**config.mk**
```make
export PLATFORM = sky130hd
export DESIGN_NAME = char_stream_four_function_calculator
export DESIGN_NICKNAME = d
export VERILOG_FILES = /design/src/sv/csffc_pkg.sv /design/src/sv/csffc_alu.sv /design/src/sv/char_stream_four_function_calculator.sv
export SDC_FILE = /design/constraint.sdc
export NUM_CORES = 1
export LEC_CHECK = 0
export BUFFER_PORTS_ARGS = -buffer_cell sky130_fd_sc_hd__clkbuf_2
export CAP_MARGIN = 25
export CORE_MARGIN = 2
export CORE_UTILIZATION = 47
export CTS_CLUSTER_DIAMETER = 30
export DETAILED_ROUTE_END_ITERATION = 8
export PLACE_DENSITY = 0.74
export SYNTH_ARGS = -nofsm -noshare
export SYNTH_HDL_FRONTEND = slang
export SYNTH_SLANG_ARGS = --single-unit
```
**constraint.sdc**
```tcl
create_clock -name i_clk -period 6.7 [get_ports i_clk]
set_clock_uncertainty 0.2 [all_clocks]
set_input_delay 0.67 -clock i_clk [delete_from_list [all_inputs] [get_ports i_clk]]
set_output_delay 0.67 -clock i_clk [all_outputs]
set_load 0.1 [all_outputs]
```
**src/sv/csffc_pkg.sv**
```systemverilog
// Shared types, character codes and status codes of the character-stream calculator.
package csffc_pkg;

    // Word width of the arithmetic datapath and of the operand registers.
    localparam int WORD_WIDTH = 32;
    localparam int CNT_WIDTH  = $clog2(WORD_WIDTH);

    // Bit layout of the result beat.
    localparam int VALUE_WIDTH  = 32;
    localparam int STATUS_WIDTH = 2;
    localparam int OUT_BITS     = VALUE_WIDTH + STATUS_WIDTH;
    localparam int OUT_BYTES    = (OUT_BITS + 7) / 8;
    localparam int OUT_TDATA_W  = OUT_BYTES * 8;

    // Character codes.
    localparam logic [7:0] CH_ZERO    = 8'h30;
    localparam logic [7:0] CH_NINE    = 8'h39;
    localparam logic [7:0] CH_EQUALS  = 8'h3D;
    localparam logic [7:0] CH_NEWLINE = 8'h0A;
    localparam logic [7:0] CH_PLUS    = 8'h2B;
    localparam logic [7:0] CH_MINUS   = 8'h2D;
    localparam logic [7:0] CH_TIMES   = 8'h2A;
    localparam logic [7:0] CH_DIVIDE  = 8'h2F;

    // Result status codes.
    localparam logic [STATUS_WIDTH-1:0] ST_OK       = 2'd0;
    localparam logic [STATUS_WIDTH-1:0] ST_DIV_ZERO = 2'd1;
    localparam logic [STATUS_WIDTH-1:0] ST_BAD_OP   = 2'd2;

    typedef enum logic [1:0] {
        ALU_ADD,
        ALU_SUB,
        ALU_MUL,
        ALU_DIV
    } t_alu_op;

    typedef struct packed {
        t_alu_op op;
        logic    b_neg;
    } t_alu_req;

    typedef struct packed {
        logic done;
        logic div_zero;
    } t_alu_rsp;

endpackage

```
**src/sv/csffc_alu.sv**
```systemverilog
// Shared add/subtract unit with a small sequencer for +, -, shift-add * and restoring /.
module csffc_alu
    import csffc_pkg::*;
(
    input  logic                  i_clk,
    input  logic                  i_rst_n,
    input  logic                  i_start,
    input  t_alu_req              i_req,
    input  logic [WORD_WIDTH-1:0] i_a,
    input  logic [WORD_WIDTH-1:0] i_b,
    output t_alu_rsp              o_rsp,
    output logic [WORD_WIDTH-1:0] o_result
);

    typedef enum logic [2:0] {
        A_IDLE,
        A_NEGB,
        A_ADDSUB,
        A_ABSA,
        A_ABSB,
        A_ITER,
        A_FIX
    } t_alu_state;

    localparam logic [CNT_WIDTH-1:0] CNT_LAST = CNT_WIDTH'(WORD_WIDTH - 1);

    t_alu_state            r_state;
    t_alu_op               r_op;
    logic                  r_b_neg;
    logic                  r_q_neg;
    logic [WORD_WIDTH-1:0] r_a;
    logic [WORD_WIDTH-1:0] r_b;
    logic [WORD_WIDTH-1:0] r_acc;
    logic [WORD_WIDTH-1:0] r_q;
    logic [CNT_WIDTH-1:0]  r_cnt;
    logic [WORD_WIDTH-1:0] r_result;
    logic                  r_done;
    logic                  r_div_zero;

    logic [WORD_WIDTH-1:0] add_x;
    logic [WORD_WIDTH-1:0] add_y;
    logic                  add_sub;
    logic [WORD_WIDTH:0]   add_sum;
    logic [WORD_WIDTH-1:0] rem_sh;

    // Partial remainder shifted left by one, taking the next dividend bit.
    assign rem_sh = {r_acc[WORD_WIDTH-2:0], r_q[WORD_WIDTH-1]};

    // The one adder; with subtraction the carry out means x >= y.
    always_comb begin
        add_x   = '0;
        add_y   = '0;
        add_sub = 1'b0;
        unique case (r_state)
            A_NEGB: begin
                add_y   = r_b;
                add_sub = r_b_neg;
            end
            A_ADDSUB: begin
                add_x   = r_a;
                add_y   = r_b;
                add_sub = (r_op == ALU_SUB);
            end
            A_ABSA: begin
                add_y   = r_a;
                add_sub = r_a[WORD_WIDTH-1];
            end
            A_ABSB: begin
                add_y   = r_b;
                add_sub = r_b[WORD_WIDTH-1];
            end
            A_ITER: begin
                if (r_op == ALU_DIV) begin
                    add_x   = rem_sh;
                    add_y   = r_b;
                    add_sub = 1'b1;
                end else begin
                    add_x = r_acc;
                    add_y = r_q[0] ? r_a : '0;
                end
            end
            A_FIX: begin
                add_y   = r_q;
                add_sub = r_q_neg;
            end
            default: begin
                add_x   = '0;
            end
        endcase
        add_sum = {1'b0, add_x} + {1'b0, add_y ^ {WORD_WIDTH{add_sub}}}
                  + (WORD_WIDTH + 1)'(add_sub);
    end

    always_ff @(posedge i_clk) begin
        if (!i_rst_n) begin
            r_state    <= A_IDLE;
            r_done     <= 1'b0;
            r_div_zero <= 1'b0;
            r_cnt      <= '0;
        end else begin
            unique case (r_state)
                A_IDLE: begin
                    r_done <= 1'b0;
                    if (i_start) begin
                        r_op    <= i_req.op;
                        r_b_neg <= i_req.b_neg;
                        r_a     <= i_a;
                        r_b     <= i_b;
                        r_state <= A_NEGB;
                    end
                end
                A_NEGB: begin
                    // Apply the sign of the second operand.
                    r_done <= 1'b0;
                    r_b    <= add_sum[WORD_WIDTH-1:0];
                    r_q    <= add_sum[WORD_WIDTH-1:0];
                    r_acc  <= '0;
                    r_cnt  <= '0;
                    unique case (r_op)
                        ALU_ADD, ALU_SUB: r_state <= A_ADDSUB;
                        ALU_MUL:          r_state <= A_ITER;
                        default:          r_state <= A_ABSA;
                    endcase
                end
                A_ADDSUB: begin
                    r_result   <= add_sum[WORD_WIDTH-1:0];
                    r_div_zero <= 1'b0;
                    r_done     <= 1'b1;
                    r_state    <= A_IDLE;
                end
                A_ABSA: begin
                    r_q     <= add_sum[WORD_WIDTH-1:0];
                    r_q_neg <= r_a[WORD_WIDTH-1] ^ r_b[WORD_WIDTH-1];
                    if (r_b == '0) begin
                        r_result   <= '0;
                        r_div_zero <= 1'b1;
                        r_done     <= 1'b1;
                        r_state    <= A_IDLE;
                    end else begin
                        r_done  <= 1'b0;
                        r_state <= A_ABSB;
                    end
                end
                A_ABSB: begin
                    r_done  <= 1'b0;
                    r_b     <= add_sum[WORD_WIDTH-1:0];
                    r_acc   <= '0;
                    r_cnt   <= '0;
                    r_state <= A_ITER;
                end
                A_ITER: begin
                    r_cnt <= r_cnt + CNT_WIDTH'(1);
                    if (r_op == ALU_DIV) begin
                        r_done <= 1'b0;
                        r_acc  <= add_sum[WORD_WIDTH] ? add_sum[WORD_WIDTH-1:0] : rem_sh;
                        r_q    <= {r_q[WORD_WIDTH-2:0], add_sum[WORD_WIDTH]};
                        if (r_cnt == CNT_LAST) begin
                            r_state <= A_FIX;
                        end
                    end else begin
                        r_done <= (r_cnt == CNT_LAST);
                        r_acc  <= add_sum[WORD_WIDTH-1:0];
                        r_a    <= {r_a[WORD_WIDTH-2:0], 1'b0};
                        r_q    <= {1'b0, r_q[WORD_WIDTH-1:1]};
                        if (r_cnt == CNT_LAST) begin
                            r_result   <= add_sum[WORD_WIDTH-1:0];
                            r_div_zero <= 1'b0;
                            r_state    <= A_IDLE;
                        end
                    end
                end
                A_FIX: begin
                    r_result   <= add_sum[WORD_WIDTH-1:0];
                    r_div_zero <= 1'b0;
                    r_done     <= 1'b1;
                    r_state    <= A_IDLE;
                end
                default: begin
                    r_done  <= 1'b0;
                    r_state <= A_IDLE;
                end
            endcase
        end
    end

    assign o_rsp.done     = r_done;
    assign o_rsp.div_zero = r_div_zero;
    assign o_result       = r_result;

endmodule

```
**src/sv/char_stream_four_function_calculator.sv**
```systemverilog
// Top level of the character-stream four-function calculator.
//
// The block reads one ASCII character per input beat from lines such as "1234-34=". Digits
// build the first operand, the first non-digit is taken as the operator, an optional '+' or
// '-' right after it signs the second operand, and '=' sends one result beat carrying the
// 32-bit wrapped value of +, -, * or truncating / together with a status code (0 ok,
// 1 division by zero, 2 unknown operator; the value is zero when the status is not ok).
// Characters after '=' are ignored until a newline, which starts a new line; a newline
// before '=' gives no result. Every character other than a computing '=' is taken without
// stalling the input. All arithmetic runs on one shared add/subtract unit under a small
// sequencer: on '=' the input stays not ready while the unit works (+ and - add or subtract,
// * takes one shift-add step per cycle, / one restoring quotient bit per cycle plus sign
// handling, where a zero divisor ends it before the quotient steps), and then while the
// result moves into the output register. An unknown operator skips the unit. The output
// register lets further characters in while a result waits to be taken; the next result is
// held back until that beat has gone.
module char_stream_four_function_calculator
    import csffc_pkg::*;
(
    input  logic                   i_clk,
    input  logic                   i_rst_n,
    // Input stream, one character per beat.
    input  logic                   i_s_tvalid,
    output logic                   o_s_tready,
    input  logic [7:0]             i_s_tdata,   // [7:0] char_code
    // Result stream.
    output logic                   o_m_tvalid,
    input  logic                   i_m_tready,
    output logic [OUT_TDATA_W-1:0] o_m_tdata    // [31:0] value, [33:32] status, rest zero
);

    typedef enum logic [1:0] {
        P_FIRST,
        P_AFTER_OP,
        P_SECOND,
        P_DONE
    } t_phase;

    typedef enum logic [1:0] {
        S_IDLE,
        S_CALC,
        S_HOLD
    } t_state;

    t_state                  r_state;
    t_phase                  r_phase;
    logic [WORD_WIDTH-1:0]   r_first;
    logic [WORD_WIDTH-1:0]   r_second;
    logic [7:0]              r_op;
    logic                    r_second_neg;
    logic                    r_second_begun;
    logic                    r_alu_start;
    t_alu_req                r_alu_req;
    logic [VALUE_WIDTH-1:0]  r_pend_value;
    logic [STATUS_WIDTH-1:0] r_pend_status;
    logic                    r_out_valid;
    logic [VALUE_WIDTH-1:0]  r_out_value;
    logic [STATUS_WIDTH-1:0] r_out_status;

    t_alu_rsp                alu_rsp;
    logic [WORD_WIDTH-1:0]   alu_result;

    logic                    accept;
    logic [7:0]              c;
    logic                    is_digit;
    logic                    is_emit;
    logic [7:0]              op_now;
    logic                    op_known;
    t_alu_op                 op_code;
    logic [WORD_WIDTH-1:0]   first_acc;
    logic [WORD_WIDTH-1:0]   second_acc;
    logic                    out_free;
    logic                    alu_go;

    assign o_s_tready = (r_state == S_IDLE);
    assign accept     = i_s_tvalid && o_s_tready;
    assign c          = i_s_tdata;
    assign is_digit   = (c >= CH_ZERO) && (c <= CH_NINE);
    assign out_free   = !r_out_valid || i_m_tready;

    // Digit accumulation as acc * 8 + acc * 2 + digit, wrapping at the word width.
    assign first_acc  = (r_first << 3) + (r_first << 1) + WORD_WIDTH'(c[3:0]);
    assign second_acc = (r_second << 3) + (r_second << 1) + WORD_WIDTH'(c[3:0]);

    // An '=' computes in every phase but the one after a result. When it ends the first
    // operand, the '=' itself becomes the operator, which is never a known one.
    assign is_emit = (c == CH_EQUALS) && (r_phase != P_DONE);
    assign op_now  = (r_phase == P_FIRST) ? c : r_op;

    // A computing '=' with a known operator starts the arithmetic unit.
    assign alu_go = accept && (c != CH_NEWLINE) && is_emit && op_known;

    always_comb begin
        op_known = 1'b1;
        op_code  = ALU_ADD;
        case (op_now)
            CH_PLUS:   op_code = ALU_ADD;
            CH_MINUS:  op_code = ALU_SUB;
            CH_TIMES:  op_code = ALU_MUL;
            CH_DIVIDE: op_code = ALU_DIV;
            default:   op_known = 1'b0;
        endcase
    end

    csffc_alu u_alu (
        .i_clk    (i_clk),
        .i_rst_n  (i_rst_n),
        .i_start  (r_alu_start),
        .i_req    (r_alu_req),
        .i_a      (r_first),
        .i_b      (r_second),
        .o_rsp    (alu_rsp),
        .o_result (alu_result)
    );

    always_ff @(posedge i_clk) begin
        if (!i_rst_n) begin
            r_state        <= S_IDLE;
            r_phase        <= P_FIRST;
            r_first        <= '0;
            r_second       <= '0;
            r_op           <= '0;
            r_second_neg   <= 1'b0;
            r_second_begun <= 1'b0;
            r_alu_start    <= 1'b0;
            r_out_valid    <= 1'b0;
        end else begin
            r_alu_start <= alu_go;
            // While a result is pending, the hold state below decides the output register.
            if (r_out_valid && i_m_tready && (r_state != S_HOLD)) begin
                r_out_valid <= 1'b0;
            end

            unique case (r_state)
                S_IDLE: begin
                    if (accept) begin
                        if (c == CH_NEWLINE) begin
                            // A newline drops whatever the line held.
                            r_phase        <= P_FIRST;
                            r_first        <= '0;
                            r_second       <= '0;
                            r_op           <= '0;
                            r_second_neg   <= 1'b0;
                            r_second_begun <= 1'b0;
                        end else if (is_emit) begin
                            r_phase <= P_DONE;
                            if (r_phase == P_FIRST) begin
                                r_op <= c;
                            end
                            if (op_known) begin
                                r_alu_req.op    <= op_code;
                                r_alu_req.b_neg <= r_second_neg;
                                r_state         <= S_CALC;
                            end else begin
                                r_pend_value  <= '0;
                                r_pend_status <= ST_BAD_OP;
                                r_state       <= S_HOLD;
                            end
                        end else begin
                            unique case (r_phase)
                                P_FIRST: begin
                                    if (is_digit) begin
                                        r_first <= first_acc;
                                    end else begin
                                        r_op    <= c;
                                        r_phase <= P_AFTER_OP;
                                    end
                                end
                                P_AFTER_OP: begin
                                    // Only the first character after the operator may open the second operand.
                                    if (!r_second_begun) begin
                                        r_second_begun <= 1'b1;
                                        if (is_digit) begin
                                            r_second <= second_acc;
                                            r_phase  <= P_SECOND;
                                        end else if (c == CH_PLUS || c == CH_MINUS) begin
                                            r_second_neg <= (c == CH_MINUS);
                                            r_phase      <= P_SECOND;
                                        end
                                    end
                                end
                                P_SECOND: begin
                                    if (is_digit) begin
                                        r_second <= second_acc;
                                    end else begin
                                        r_phase <= P_AFTER_OP;
                                    end
                                end
                                default: begin
                                    r_phase <= P_DONE;
                                end
                            endcase
                        end
                    end
                end
                S_CALC: begin
                    if (alu_rsp.done) begin
                        if (alu_rsp.div_zero) begin
                            r_pend_value  <= '0;
                            r_pend_status <= ST_DIV_ZERO;
                        end else begin
                            // Sign-extend or truncate the word to the 32-bit result field.
                            r_pend_value  <= VALUE_WIDTH'($signed(alu_result));
                            r_pend_status <= ST_OK;
                        end
                        r_state <= S_HOLD;
                    end
                end
                S_HOLD: begin
                    if (out_free) begin
                        r_out_valid  <= 1'b1;
                        r_out_value  <= r_pend_value;
                        r_out_status <= r_pend_status;
                        r_state      <= S_IDLE;
                    end
                end
                default: begin
                    r_state <= S_IDLE;
                end
            endcase
        end
    end

    assign o_m_tvalid = r_out_valid;
    assign o_m_tdata  = {{(OUT_TDATA_W - OUT_BITS){1'b0}}, r_out_status, r_out_value};

    // The arithmetic unit only finishes work that the controller is waiting for.
    a_alu_done_in_calc: assert property (@(posedge i_clk) disable iff (!i_rst_n)
        alu_rsp.done |-> (r_state == S_CALC))
        else $error("arithmetic unit finished outside of a calculation");

    // After a result, further characters of the line start no calculation.
    a_done_phase_quiet: assert property (@(posedge i_clk) disable iff (!i_rst_n)
        (accept && (r_phase == P_DONE)) |=> (r_state == S_IDLE))
        else $error("character after a result started a calculation");

    // An error status always carries a zero value.
    a_error_value_zero: assert property (@(posedge i_clk) disable iff (!i_rst_n)
        (o_m_tvalid && (r_out_status != ST_OK)) |-> (r_out_value == '0))
        else $error("error result with a nonzero value");

    // A newline clears the line state.
    a_newline_clears: assert property (@(posedge i_clk) disable iff (!i_rst_n)
        (accept && (c == CH_NEWLINE)) |=>
            ((r_phase == P_FIRST) && (r_first == '0) && (r_second == '0)
             && !r_second_begun && !r_second_neg))
        else $error("newline did not clear the line state");

    // A pending result waits while the output register is still occupied.
    a_hold_waits: assert property (@(posedge i_clk) disable iff (!i_rst_n)
        ((r_state == S_HOLD) && r_out_valid && !i_m_tready) |=>
            ((r_state == S_HOLD) && $stable(r_out_value) && $stable(r_out_status)))
        else $error("result overwrote a beat still waiting");

endmodule
```
==> results.json <==
{
  "status": "completed",
  "layout_common_cells": "nand2_1 (306), edfxtp_1 (235), ha_1 (149)",
  "crit_slowest_cell": "dfxtp_1",
  "multiInputGateArea_sq_mm": 0.0104,
  "synth_seq_cells": 325,
  "peakVddDrop_uv": 162,
  "clockBufferDepth": 3,
  "grt_max_degree": 106,
  "area_growth_pct": 15.7,
  "wl_mm": 46.8,
  "die_x_um": 209,
  "fmax_mhz": 174,
  "hold_viol": 0,
  "route.detailed.drc": 0,
  "path_clk_slew_ns": 0.05,
  "rsz0062_at_grt": "no",
  "drive_gt1_frac": 0.104,
  "synth_top_area_frac": 0.357,
  "grt_usage": 0.217,
  "slew_viol_final": 0,
  "finalSetupViolCount": 0,
  "postCtsResizedCells": 0,
  "portBuffers": 47,
  "fin_cells": 2638,
  "grt_pass1_wl_mm": 77.2,
  "vias_per_cell": 5.83,
  "wl_per_cell_um": 17.7,
  "r2r_cells": 18,
  "cp_cell_sequence": "nand2b_1 > o221ai_2 > buf_4 > a222oi_1 > xor2_1 > fa_1 > a21oi_1 > o21ai_0 > a21oi_1 > nor2_1 > a211o_1 > a31oi_1 > o21ai_0 > nand2_1 > o21ai_2 > buf_4 > nand2_1 > o21ai_0",
  "synth_edf_count": 235,
  "synth_area_leaders": "edfxtp_1 (36%), ha_1 (9.4%), dfxtp_1 (9.1%), nand2_1 (5.8%), o21ai_0 (3.5%)",
  "ys_types": 72,
  "worst_path_largest_cell_delay_ns": 0.85,
  "core.rowCount": 75,
  "fin_nets": 2213,
  "cts.sinks": 325,
  "overflow": 0,
  "holdBufCountCts": 0,
  "drt_iter0_drc": 1751,
  "cts_tree": "done",
  "antenna_found_initial": 0,
  "min_from": "r_pend_value[3]$_SDFFCE_PP0P_",
  "dieArea_sq_mm": 0.0437,
  "dp_cells": 2516,
  "period_share": 0.857,
  "synth-main-ff-cell": "edfxtp_1",
  "power_density_mw_per_mm2": 244,
  "layout_min_cycle_time_ns": 5.74,
  "crit_top_cell": "o21ai_0",
  "cts-root-buf": "clkbuf_16",
  "endpoint_kind": "flip-flop",
  "vias": 15400,
  "drtAntennaViolNets": 0,
  "hp-class": "flip-flop to flip-flop",
  "synth_area_per_cell_sq_um": 9.86,
  "r2r-start": "u_alu.r_state[0]$_SDFFE_PN0P_",
  "rrSetupSlack_ns": 0.96,
  "async_reset_ff_frac": 0,
  "whs_path_depth": 0,
  "core-area_sq_mm": 0.0418,
  "leakage_nw": 9.28,
  "syn_area_sq_mm": 0.0198,
  "dr.pass1.iters": 8,
  "tightest_slew_ns": 0.961,
  "cp_max_fo": 34,
  "slew_headroom": 0.360,
  "cp.required_ns": 6.78,
  "maxCapViolations": 0,
  "die_h_um": 209,
  "regArea_sq_mm": 0.00886,
  "synth_seq_area_share": 0.448,
  "crit_family": "compound AO/OA/AOI/OAI gates",
  "r2r-end": "u_alu.r_acc[23]$_SDFFCE_PP0P_",
  "holdWs_ns": 0.214,
  "htree_levels": 3,
  "ios": 54,
  "ys_warn_count": 0,
  "final_common_cell": "nand2_1",
  "globalplace.congestion": 0.901,
  "diodes": 0,
  "hpwlAfterDp_mm": 33.8,
  "insertion_delay_ns": 0.57,
  "tns_ns": 0,
  "initial_core_util": 0.474,
  "cts_setup_buffers": 0,
  "path_buf_inv": 2,
  "synthCells": 2006,
  "crit_type": "flip-flop to flip-flop",
  "synth_top_area_cell": "edfxtp_1",
  "hold_end": "r_out_value[3]$_DFFE_PP_",
  "grt_pass1_vias": 14700,
  "cts_buffers": 66,
  "utilization": 0.548,
  "arrival_ns": 5.82,
  "worst_setup_path_start_kind": "flip-flop",
  "fill_cells": 3548
}
-- sequential cells by signal (all words and copies together), names as in the netlist, 2 cells and up --
register and cells:
r_alu_req 3, r_first 32, r_op 8, r_out_status 2, r_out_value 32, r_pend_status 2
r_pend_value 32, r_phase 2, r_second 32, r_state 2, u_alu.o_result 32, u_alu.r_a 32
u_alu.r_acc 32, u_alu.r_b 32, u_alu.r_cnt 5, u_alu.r_op 2, u_alu.r_q 32, u_alu.r_state 3
-- routing by layer --
metal  share of wire  up-vias  GRT usage
met2            0.44      564      0.332
met1            0.46     7279      0.309
li1                -     7472          -
met4           0.023        0     0.0660
met3           0.079       77     0.0448
met5               0        -          0
-- worst register-to-register path, delay by kind of cell (launching register included) --
kind	cells	cell delay, ns
simple gates	4	0.79
compound gates	10	2.37
flops	1	0.85
xor+xnor	1	0.22
buf+inv	2	0.52
fa+ha+maj	1	0.51
-- how the worst max path moves through the flow --
stage	endpoint	cells past startpoint	slack, ns	start
2_1_floorplan	u_alu.r_acc[20]$_SDFFCE_PP0P_	25	1.55	u_alu.r_state[2]$_SDFFE_PN0P_
3_3_place_gp	u_alu.r_acc[29]$_SDFFCE_PP0P_	17	1.08	u_alu.r_state[0]$_SDFFE_PN0P_
3_5_place_dp	u_alu.r_acc[23]$_SDFFCE_PP0P_	17	0.93	u_alu.r_state[0]$_SDFFE_PN0P_
4_1_cts	u_alu.r_acc[23]$_SDFFCE_PP0P_	17	0.90	u_alu.r_state[0]$_SDFFE_PN0P_
5_1_grt	u_alu.r_acc[29]$_SDFFCE_PP0P_	20	0.50	u_alu.r_state[2]$_SDFFE_PN0P_
6_report	u_alu.r_acc[23]$_SDFFCE_PP0P_	18	0.96	u_alu.r_state[0]$_SDFFE_PN0P_
-- cells in the mapped netlist (31+ instances only) --
library cell / number
nor2b_1: 64
dfxtp_1: 90
ha_1: 149
mux2i_1: 65
xor2_1: 66
nand2_1: 307
a21oi_1: 126
edfxtp_1: 235
a222oi_1: 31
a21o_1: 45
nor2_1: 93
o21ai_0: 138
clkbuf_1: 93
and2_1: 58
inv_1: 35
xnor2_1: 57
-- power breakdown --
group          internal (W)  switching [W]  total [W]  leakage, nW
Combinational     0.0000216      0.0000509  0.0000725         5.18
Sequential          0.00214     0.00000472    0.00214         2.99
Clock               0.00229        0.00108    0.00337         1.11
-- logic make-up (layout without fill, tap and decap cells) --
group	Yosys count	in the layout	synth area share
other	1	6	0.000190
muxes	73	73	0.0375
DFF	325	325	0.448
buffers and inverters	143	231	0.0286
xor gates and xnor gates	123	123	0.0545
adders and majority gates	154	154	0.0993
AOI/OAI and AO/OA	509	509	0.168
and+or+nand+nor	678	678	0.164
-- metrics by stage --
stage               area [sq um]  power [W]  setup slack [ns]
floorplan                  19800    0.00224              1.55
global placement           20500    0.00225              1.08
detailed placement         20600    0.00225             0.930
CTS                        22900    0.00563             0.901
global route               22900    0.00574             0.498
finish                     22900    0.00558             0.956
-- cell type report --
type                            instances  area share
Sequential cell                       325       0.387
Inverter                               35     0.00574
Clock buffer                           78      0.0778
Timing Repair Buffer                   76      0.0210
Tap cell                              539      0.0295
Clock inverter                         42      0.0230
Multi-Input combinational cell       1543       0.456
(Power assumes the default switching activity.)
